## src/rtl/core/rsac_pkg.sv

```systemverilog
package rsac_pkg;

  localparam int Slots   = 32;
  localparam int History = 20;
  localparam int Tasks   = 16;
  localparam int Ifaces  = 16;

  localparam int SlotW  = $clog2(Slots);
  localparam int TaskW  = $clog2(Tasks);
  localparam int IfaceW = $clog2(Ifaces);
  localparam int TaddrW = SlotW + TaskW;
  localparam int IaddrW = SlotW + IfaceW;
  localparam int TdepthC = Slots * Tasks;
  localparam int IdepthC = Slots * Ifaces;
  localparam int HistW  = $clog2(History + 1);

  // Interface counters for one slot and interface, packed into one memory word.
  typedef struct packed {
    logic [15:0] rx_packets;
    logic [31:0] rx_bytes;
    logic [15:0] tx_packets;
    logic [31:0] tx_bytes;
    logic [15:0] drops;
  } iface_cnt_t;

  localparam int IfWordW = $bits(iface_cnt_t);

  typedef enum logic [2:0] {
    REQ_SWITCH  = 3'd0,
    REQ_TICK    = 3'd1,
    REQ_PACKET  = 3'd2,
    REQ_CLEAR   = 3'd3,
    REQ_TASK_H  = 3'd4,
    REQ_CPU_H   = 3'd5,
    REQ_IF_READ = 3'd6,
    REQ_UNUSED  = 3'd7
  } req_t;

  localparam logic [1:0] MODE_OFF  = 2'd0;
  localparam logic [1:0] MODE_AUTO = 2'd1;

  localparam int RegRunMode = 0;

  typedef struct packed {
    logic [2:0]  req_type;
    logic [3:0]  task_id;
    logic [31:0] timestamp;
    logic [3:0]  iface_id;
    logic [31:0] byte_count;
    logic        is_receive;
    logic        is_dropped;
    logic [4:0]  slot_age;
  } in_item_t;

  typedef struct packed {
    logic [31:0] value;
    logic [15:0] rx_packets;
    logic [31:0] rx_bytes;
    logic [15:0] tx_packets;
    logic [31:0] tx_bytes;
    logic [15:0] drops;
    logic        accepted;
    logic        last;
  } out_item_t;

  // Commands from the controller to the datapath.
  typedef struct packed {
    logic              load;       // capture the input request
    logic              sweep_en;   // write zero at sweep address
    logic [TaddrW-1:0] sweep_taddr;
    logic              sweep_i;    // also clear interface word
    logic [IaddrW-1:0] sweep_iaddr;
    logic              t_rd;       // read task word at t_raddr
    logic [TaddrW-1:0] t_raddr;
    logic              i_rd;
    logic [IaddrW-1:0] i_raddr;
    logic              t_wr_upd;   // write back updated task word
    logic              i_wr_upd;
    logic              prev_upd;
    logic              slot_inc;
    logic              slot_zero;
    logic              acc_clr;
    logic              acc_add;
    logic              emit;       // build a result into the output register
    logic              emit_last;
  } ctl_cmd_t;

  typedef struct packed {
    in_item_t   item;
    logic [SlotW-1:0] cur_slot;
    logic       out_busy;
  } dp_stat_t;

endpackage

```

## src/rtl/core/rsac_ctrl.sv

```systemverilog
module rsac_ctrl (
  input  logic               clk,
  input  logic               rst,
  input  logic               in_valid,
  output logic               in_ready,
  input  logic [1:0]         run_mode,
  input  rsac_pkg::dp_stat_t stat,
  output rsac_pkg::ctl_cmd_t cmd
);
  import rsac_pkg::*;

  typedef enum logic [3:0] {
    S_INIT, S_IDLE, S_DECODE, S_UPD_RD, S_UPD_WR, S_TSWEEP,
    S_H_RD, S_H_WAIT, S_H_ACC, S_H_EMIT, S_AGE, S_I_RD, S_I_WAIT, S_EMIT1
  } state_t;

  state_t            state;
  logic [TaddrW-1:0] sweep_cnt;
  logic [SlotW-1:0]  hslot;
  logic [TaskW-1:0]  tcnt;
  logic [HistW-1:0]  hcnt;
  logic [4:0]        age_cnt;
  logic              sweep_all;
  req_t              req;
  logic [SlotW-1:0]  nslot;

  assign req   = req_t'(stat.item.req_type);
  assign nslot = stat.cur_slot + 1'b1;

  always_comb begin
    cmd = '0;
    in_ready = (state == S_IDLE);
    cmd.load = in_valid && in_ready;
    cmd.sweep_taddr = sweep_cnt;
    cmd.sweep_iaddr = sweep_cnt[IaddrW-1:0];
    cmd.t_raddr = {stat.cur_slot, stat.item.task_id[TaskW-1:0]};
    cmd.i_raddr = {stat.cur_slot, stat.item.iface_id[IfaceW-1:0]};
    unique case (state)
      S_TSWEEP: begin
        cmd.sweep_en = 1'b1;
        cmd.sweep_i  = (TaddrW == IaddrW) || (sweep_cnt < TaddrW'(IdepthC));
      end
      S_DECODE: begin
        cmd.t_rd = (req == REQ_SWITCH) && (run_mode != MODE_OFF);
        cmd.i_rd = (req == REQ_PACKET) && (run_mode != MODE_OFF);
      end
      S_UPD_WR: begin
        cmd.t_wr_upd = (req == REQ_SWITCH) && (32'(stat.item.task_id) < Tasks);
        cmd.prev_upd = (req == REQ_SWITCH);
        cmd.i_wr_upd = (req == REQ_PACKET) && (32'(stat.item.iface_id) < Ifaces);
      end
      S_H_RD: begin
        cmd.t_rd = 1'b1;
        cmd.t_raddr = (req == REQ_CPU_H) ? {hslot, tcnt}
                                         : {hslot, stat.item.task_id[TaskW-1:0]};
      end
      S_H_ACC: cmd.acc_add = 1'b1;
      S_H_EMIT: begin
        cmd.emit = !stat.out_busy;
        cmd.emit_last = (hcnt == HistW'(History - 1));
      end
      S_I_RD: begin
        cmd.i_rd = 1'b1;
        cmd.i_raddr = {hslot, stat.item.iface_id[IfaceW-1:0]};
      end
      S_EMIT1: begin
        cmd.emit = !stat.out_busy;
        cmd.emit_last = 1'b1;
      end
      default: ;
    endcase
    if (state == S_DECODE && req == REQ_TICK && run_mode == MODE_AUTO) cmd.slot_inc = 1'b1;
    if (state == S_DECODE && req == REQ_CLEAR && run_mode == MODE_OFF) cmd.slot_zero = 1'b1;
    if ((state == S_DECODE && (req == REQ_CPU_H)) || (state == S_H_EMIT && !stat.out_busy))
      cmd.acc_clr = 1'b1;
  end

  always_ff @(posedge clk) begin
    if (rst) begin
      state     <= S_INIT;
      sweep_cnt <= '0;
      sweep_all <= 1'b1;
      hslot     <= '0;
      tcnt      <= '0;
      hcnt      <= '0;
      age_cnt   <= '0;
    end else begin
      unique case (state)
        S_INIT: state <= S_TSWEEP;
        S_IDLE: if (in_valid) state <= S_DECODE;
        S_DECODE: begin
          hslot <= stat.cur_slot - 1'b1;
          tcnt  <= '0;
          hcnt  <= '0;
          unique case (req)
            REQ_SWITCH, REQ_PACKET:
              state <= (run_mode != MODE_OFF) ? S_UPD_RD : S_IDLE;
            REQ_TICK: begin
              if (run_mode == MODE_AUTO) begin
                sweep_all <= 1'b0;
                sweep_cnt <= {nslot, {TaskW{1'b0}}};
                state <= S_TSWEEP;
              end else begin
                state <= S_IDLE;
              end
            end
            REQ_CLEAR: begin
              if (run_mode == MODE_OFF) begin
                sweep_all <= 1'b1;
                sweep_cnt <= '0;
              end
              state <= S_EMIT1;
            end
            REQ_TASK_H, REQ_CPU_H: state <= S_H_RD;
            REQ_IF_READ: begin
              age_cnt <= stat.item.slot_age;
              state <= S_AGE;
            end
            default: state <= S_IDLE;
          endcase
        end
        S_UPD_RD: state <= S_UPD_WR;
        S_UPD_WR: state <= S_IDLE;
        S_TSWEEP: begin
          sweep_cnt <= sweep_cnt + 1'b1;
          if (sweep_all) begin
            if (sweep_cnt == TaddrW'(TdepthC - 1)) state <= S_IDLE;
          end else if (sweep_cnt[TaskW-1:0] == TaskW'(Tasks - 1)) begin
            state <= S_IDLE;
          end
        end
        S_H_RD: state <= S_H_WAIT;
        S_H_WAIT: state <= (req == REQ_CPU_H) ? S_H_ACC : S_H_EMIT;
        S_H_ACC: begin
          tcnt <= tcnt + 1'b1;
          state <= (tcnt == TaskW'(Tasks - 1)) ? S_H_EMIT : S_H_RD;
        end
        S_H_EMIT: begin
          if (!stat.out_busy) begin
            tcnt  <= '0;
            hcnt  <= hcnt + 1'b1;
            hslot <= hslot - 1'b1;
            state <= (hcnt == HistW'(History - 1)) ? S_IDLE : S_H_RD;
          end
        end
        S_AGE: begin
          if (age_cnt == 5'd0) begin
            state <= S_I_RD;
          end else begin
            age_cnt <= age_cnt - 5'd1;
            hslot <= hslot - 1'b1;
          end
        end
        S_I_RD: state <= S_I_WAIT;
        S_I_WAIT: state <= S_EMIT1;
        S_EMIT1: begin
          if (!stat.out_busy) begin
            // A granted clear sweeps the whole store after reporting.
            state <= (req == REQ_CLEAR && sweep_all && sweep_cnt == '0 && run_mode == MODE_OFF)
                     ? S_TSWEEP : S_IDLE;
          end
        end
        default: state <= S_IDLE;
      endcase
    end
  end

`ifndef SYNTHESIS
  a_ready_idle: assert property (@(posedge clk) disable iff (rst)
    in_ready |-> state == S_IDLE) else $error("ready outside idle");
  a_no_emit_busy: assert property (@(posedge clk) disable iff (rst)
    cmd.emit |-> !stat.out_busy) else $error("emit onto a held result");
  a_sweep_end: assert property (@(posedge clk) disable iff (rst)
    (state == S_TSWEEP && !sweep_all) |-> sweep_cnt[TaddrW-1:TaskW] == stat.cur_slot)
    else $error("slot sweep off the current slot");
`endif
endmodule

```

## config.mk

```make
export PLATFORM = sky130hd
export DESIGN_NAME = rsac_ctrl
export DESIGN_NICKNAME = d
export VERILOG_FILES = /design/src/rtl/core/rsac_pkg.sv /design/src/rtl/core/rsac_ctrl.sv
export SDC_FILE = /design/constraint.sdc
export NUM_CORES = 1
export LEC_CHECK = 0
export BUFFER_PORTS_ARGS = -buffer_cell sky130_fd_sc_hd__buf_2
export CAP_MARGIN = 20
export CORE_MARGIN = 1.5
export CORE_UTILIZATION = 40
export CTS_BUF_LIST = sky130_fd_sc_hd__clkbuf_16
export DETAILED_ROUTE_END_ITERATION = 16
export PLACE_DENSITY_LB_ADDON = 0.08
export SYNTH_ARGS = -nofsm -noshare
export SYNTH_HDL_FRONTEND = slang
export SYNTH_SLANG_ARGS = --single-unit
export TNS_END_PERCENT = 1
```

## constraint.sdc

```tcl
create_clock -name clk -period 3.1 [get_ports clk]
set_clock_uncertainty 0.2 [all_clocks]
set_input_delay 0.155 -clock clk [delete_from_list [all_inputs] [get_ports clk]]
set_output_delay 0.155 -clock clk [all_outputs]
set_load 0.02 [all_outputs]
```

# After elaboration in Yosys (flattened, before gate mapping)
# Index checks and enable logic that the tools add are counted.
dict set report word_totals {
  word_cells 130
  output_inout_bits 51
  inputBits 93
  ff_bits 33
}
dict set report classes {
  eq_ne 37
  add_sub_neg 7
  reduce_logical 35
  n_mux 44
}
# op count
set ops {}
lappend ops {{$pmux W4 S13} 1}
lappend ops {{$mux W4} 10}
lappend ops {{$mux W9} 4}
lappend ops {{$pmux W9 S2} 2}
lappend ops {{$eq A4 B4 Y1 const B} 8}
lappend ops {{$mux W5} 5}
lappend ops {{$pmux W4 S5} 1}
lappend ops {{$pmux W5 S2} 2}
lappend ops {{$eq A4 B3 Y1 const B} 4}
lappend ops {{$pmux W5 S3} 1}
lappend ops {{$sub A5 B1 Y5 const B} 3}
lappend ops {{$logic_and A1 B1 Y1} 12}
lappend ops {{$mux W3} 4}
lappend ops {{$pmux W4 S3} 1}
lappend ops {{$add A5 B1 Y5 const B} 2}
lappend ops {{$ne A2 B2 Y1 const B} 5}
lappend ops {{$reduce_bool A2 Y1} 5}
lappend ops {{$add A9 B1 Y9 const B} 1}
lappend ops {{$eq A3 B3 Y1 const B} 3}
lappend ops {{$eq A9 B9 Y1 const B} 1}
lappend ops {{$logic_not A9 Y1} 1}
lappend ops {{$eq A4 B2 Y1 const B} 2}
lappend ops {{$mux W1} 8}
lappend ops {{$reduce_and A4 Y1} 2}
lappend ops {{24 further kinds} 35}

# Longest topological paths before layout
dict set report depth {
  word_depth 7
  depth_mapped 10
  mapped_depth_nobuf 10
}

# Worst setup path before layout
# OpenSTA, ideal clock, no wires.
dict set report synth_timing {
  path_kind {reg2reg}
  startpoint {reg state[1]}
  endpoint {reg hslot[4]}
  period_less_slack_ps 2555
  slack_ps 545
  t_required_ps 2773
  stages_incl_launch_ff 11
  n_path_buf 2
  arrival_time_ps 2228
  setup_ps 127
  cell_sequence {dfxtp_1 > buf_2 > nor2b_1 > o21ai_1 > buf_2 > mux2i_1 > ha_1 > nand2_1 > mux2_2 > mux2i_1 > or3_1}
}
dict set report synth_via {
  elab_chain_cells 3
  elab_cells_between_ends 8
  cone_classes {5 x eq/ne; 1 x mux; 2 x reduce/logical}
}
# element line
set synth_rtl {}
lappend synth_rtl {{from (decl)} rsac_ctrl.sv:17} ;# state_t state;
lappend synth_rtl {{from (signal assigned)} rsac_ctrl.sv:97} ;# state <= (run_mode != MODE_OFF) ? S_UPD_RD : S_IDLE;
lappend synth_rtl {{from (signal assigned)} rsac_ctrl.sv:133} ;# S_H_WAIT: state <= (req == REQ_CPU_H) ? S_H_ACC : S_H_EMIT;
lappend synth_rtl {{from (signal assigned)} rsac_ctrl.sv:136} ;# state <= (tcnt == TaskW'(Tasks - 1)) ? S_H_EMIT : S_H_RD;
lappend synth_rtl {{$eq A4 B4 Y1 / $eq A4 B2 Y1 (equally long branches)} rsac_ctrl.sv:88} ;# unique case (state)
lappend synth_rtl {{$ne A2 B2 Y1 (no line) / $reduce_bool A3 Y1 (equally long branches)} -}
lappend synth_rtl {{$reduce_and A3 Y1 (no line)} -}
lappend synth_rtl {{to (signal assigned)} rsac_ctrl.sv:92} ;# hslot <= stat.cur_slot - 1'b1;
lappend synth_rtl {{to (signal assigned)} rsac_ctrl.sv:142} ;# hslot <= hslot - 1'b1;
lappend synth_rtl {{to (signal assigned)} rsac_ctrl.sv:151} ;# hslot <= hslot - 1'b1;
lappend synth_rtl {{to (decl)} rsac_ctrl.sv:19} ;# logic [SlotW-1:0] hslot;
# Several ways; a longest one is shown, not always the timed one.
# A chain may end at the register's enable or synchronous reset.

==> key figures <==
Power
  • Sw frac: 41.4%
  • Worst vdd ir: 0.255 mV
  • Leak: 1.37 nW
  • Clock power frac: 24.7%
  • Comb pwr share: 46.9%
  • P_int: 0.00111 W
  • Switching Power: 0.000788 W
  • Pwr Density: between 500 and 600 mW/mm2
  • Sequential share of power: 28.5%

Critical path
  • Max Fanout on Critical Path: 27
  • R2r worst-path depth: 8
  • R2r startpoint: state[1]
  • Crit path kind: reg -> out
  • Nature of the critical path endpoint: primary output
  • Worst Setup Start Kind: register
  • Required time of the critical path: 2.74 ns
  • Setup slack, reg-to-reg: roughly 0.56 ns
  • Reg2reg end: hslot[4]
  • Critical Path AT: 2.43 ns

Global route
  • Vias in the first global route: roughly 2400
  • Grt ovf: 0
  • Initial antenna violation count: 0
  • Largest net degree at the start of global routing: 32
  • Total global-route track usage: 19.7%
  • First-pass GRT wire length: about 12000 um

Synth
  • Mean Syn Cell Area: 7.75 um2
  • Area share of fa/ha/maj cells after synthesis: under 10%
  • Post-synthesis register bit count: 33
  • Number of enable flip-flop cells after synthesis: 0
  • Yosys warning count: 0
  • Mux share of post-synthesis cell area: approximately 8.6%
  • Main combinational cell family by area after synthesis: simple AND/OR/NAND/NOR gates
  • XOR/XNOR Fraction of Synth Area: 4.38%
  • Ys async rst share: 0%
  • Post-synth cell types: 68
  • Post-synthesis simple-gate area fraction: 30.5%
  • Register area share after synthesis: 23.6%
  • Compound-Gate Fraction of Synth Area: approximately a fifth
  • Post-synth design cell area: 0.00280 mm2
  • Syn nets: 463
  • Top_reg_cell synth: dfxtp_1
  • Mapped Cells: about 360

CTS
  • Hold_buf cts: 0
  • Post-CTS Setup Inserts: 0
  • Clk_lat worst skew: roughly 0.28 ns
  • CTS clk-pin slew, worst paths: 0.06 ns
  • TritonCTS clock tree: built
  • Resize count post-CTS: 0
  • Max Buffers Root-to-Sink: 2
  • TritonCTS Sinks: 33
  • TritonCTS Buffers: 5
  • H-Tree Level Count: 2
  • Root Driver: clkbuf_16

Finish
  • Final #Nets: 511
  • Fillers: 712
  • N_diodes: 0
  • Area Overhead vs Synth: 15.9%
  • Layout cells sized above 1: 26.7%
  • Final Cell Area: 0.00324 mm2
  • Commonest non-fill, non-tap cells in the layout: buf_2, nor2_1, dfxtp_1
  • Fin cells: 505
  • Commonest non-fill, non-tap cell in the layout: buf_2
  • Final core utilization: 47.7%

Detailed routing
  • Vias: ~2700
  • WL per Instance: 14.4 um
  • DR iter-0 viols: 79
  • DR vias/cell: about 5.4
  • Post-DRT Antenna Nets: 0
  • Drt drc: 0
  • Wirelength, routed: a little over 7000 um
  • Pre-antenna DRT Iters: 4

Die
  • Initial core utilization: slightly above 40%
  • Ports: approximately 140
  • Die Width: 86.6 um
  • Die area: 0.00750 mm2
  • Die H: 86.6 um
  • Core ar.: 0.00679 mm2
  • FP Rows: 30

STA
  • Final Cycle Share: 89.8%
  • Tmin final: between 2 and 3 ns
  • Final Hold Fails: 0
  • Max Clk Rate: 359 MHz
  • Setup violators final: 0
  • Final Slew Violations: 0
  • Unrepaired setup endpoints after global routing: false
  • Actual slew at the worst max-slew pin: 0.611 ns
  • Slew margin rel.: 59.3%
  • TNS Setup: 0 ns

Min path
  • Worst Hold End: hslot[3]
  • Hold crit path type: in -> reg
  • Hold path depth: 3
  • Hold_sp: stat[4]

Placed design
  • Final GP Congestion: 0.807
  • Placed cells: 498
  • DP HPWL: between 5000 and 6000 um
  • Buffers added on ports: 69
  • Placement Cell Area: 0.00311 mm2

Run status
  • Status: complete, no violations

Flow run
  • Max Cap Viol: 0
-- registers in the layout, summed over array words and instances, names as in the netlist --
name / cells
tcnt: 4
age_cnt: 5
state: 4
sweep_cnt: 9
hcnt: 5
sweep_all: 1
hslot: 5
-- critical path: stages, from the launching register on --
cell and delay (ns):
dfxtp_1 0.33, buf_4 0.28, nor2b_1 0.28, nand2_1 0.31, nor2_1 0.41, mux2_2 0.38, buf_2 0.16
-- layout make-up --
class	instances	area [um2]	area share, %
Clock inverter	2	7.51	0.232
Sequential cell	33	661	20.4
Tap cell	96	120	3.71
Timing Repair Buffer	76	398	12.3
Multi-Input combinational cell	281	1890	58.2
Inverter	12	45.0	1.39
Clock buffer	5	125	3.86
-- through the flow --
step	hold slack [ns]	worst slack, ns	power (W)
2_1_floorplan	0.107	0.545	0.00124
3_3_place_gp	0.110	0.566	0.00144
3_5_place_dp	0.110	0.553	0.00144
4_1_cts	0.00404	0.284	0.00192
5_1_grt	0.0178	0.139	0.00204
6_report	0.00302	0.316	0.00190
-- worst max path at each step --
stage	startpoint	end	slack (ns)	cells after the start
finish	state[2]	cmd[21]	0.32	6
global route	state[2]	cmd[22]	0.14	6
CTS	state[2]	cmd[21]	0.28	6
detailed placement	state[1]	hslot[4]	0.55	8
global placement	state[1]	hslot[4]	0.57	8
floorplan	state[1]	hslot[4]	0.54	10
-- cells in the mapped netlist, types with 6 or more instances --
cell type | count | area [um2]
nor2_1 | 44 | 165
dfxtp_1 | 33 | 661
nand2_1 | 29 | 109
mux2_2 | 17 | 191
nand3_1 | 16 | 80.1
o21ai_0 | 16 | 80.1
buf_4 | 15 | 113
a21oi_1 | 13 | 65.1
inv_1 | 12 | 45.0
nor3_1 | 12 | 60.1
clkbuf_1 | 11 | 41.3
ha_1 | 9 | 113
nand2b_1 | 9 | 56.3
xor2_1 | 9 | 78.8
nor2b_1 | 8 | 50.1
buf_2 | 6 | 30.0
-- cell families (layout without fill, tap and decap cells) --
family / count (synthesis) / in the layout
AND/OR/NAND/NOR: 159 / 159
buffers and inverters: 47 / 95
flip-flops: 33 / 33
AO/OA/AOI/OAI: 77 / 77
adder cells (fa/ha/maj): 9 / 9
multiplexers: 22 / 22
XOR/XNOR: 14 / 14
-- power by group through the flow --
stage | registers (W) | clock network (W) | logic [W]
finish | 0.000542 | 0.000469 | 0.000891
CTS | 0.000541 | 0.000482 | 0.000894
detailed placement | 0.000550 | 0 | 0.000890
floorplan | 0.000549 | 0 | 0.000694
global placement | 0.000548 | 0 | 0.000890
global route | 0.000552 | 0.000503 | 0.000985
-- metal layers --
metal | share of wire (%) | track usage (%)
met3 | 3.8 | 3.52
met5 | 0 | 0
met1 | 49 | 26.9
met2 | 46 | 32.0
met4 | 1.2 | 4.84
(Power assumes the default switching activity.)
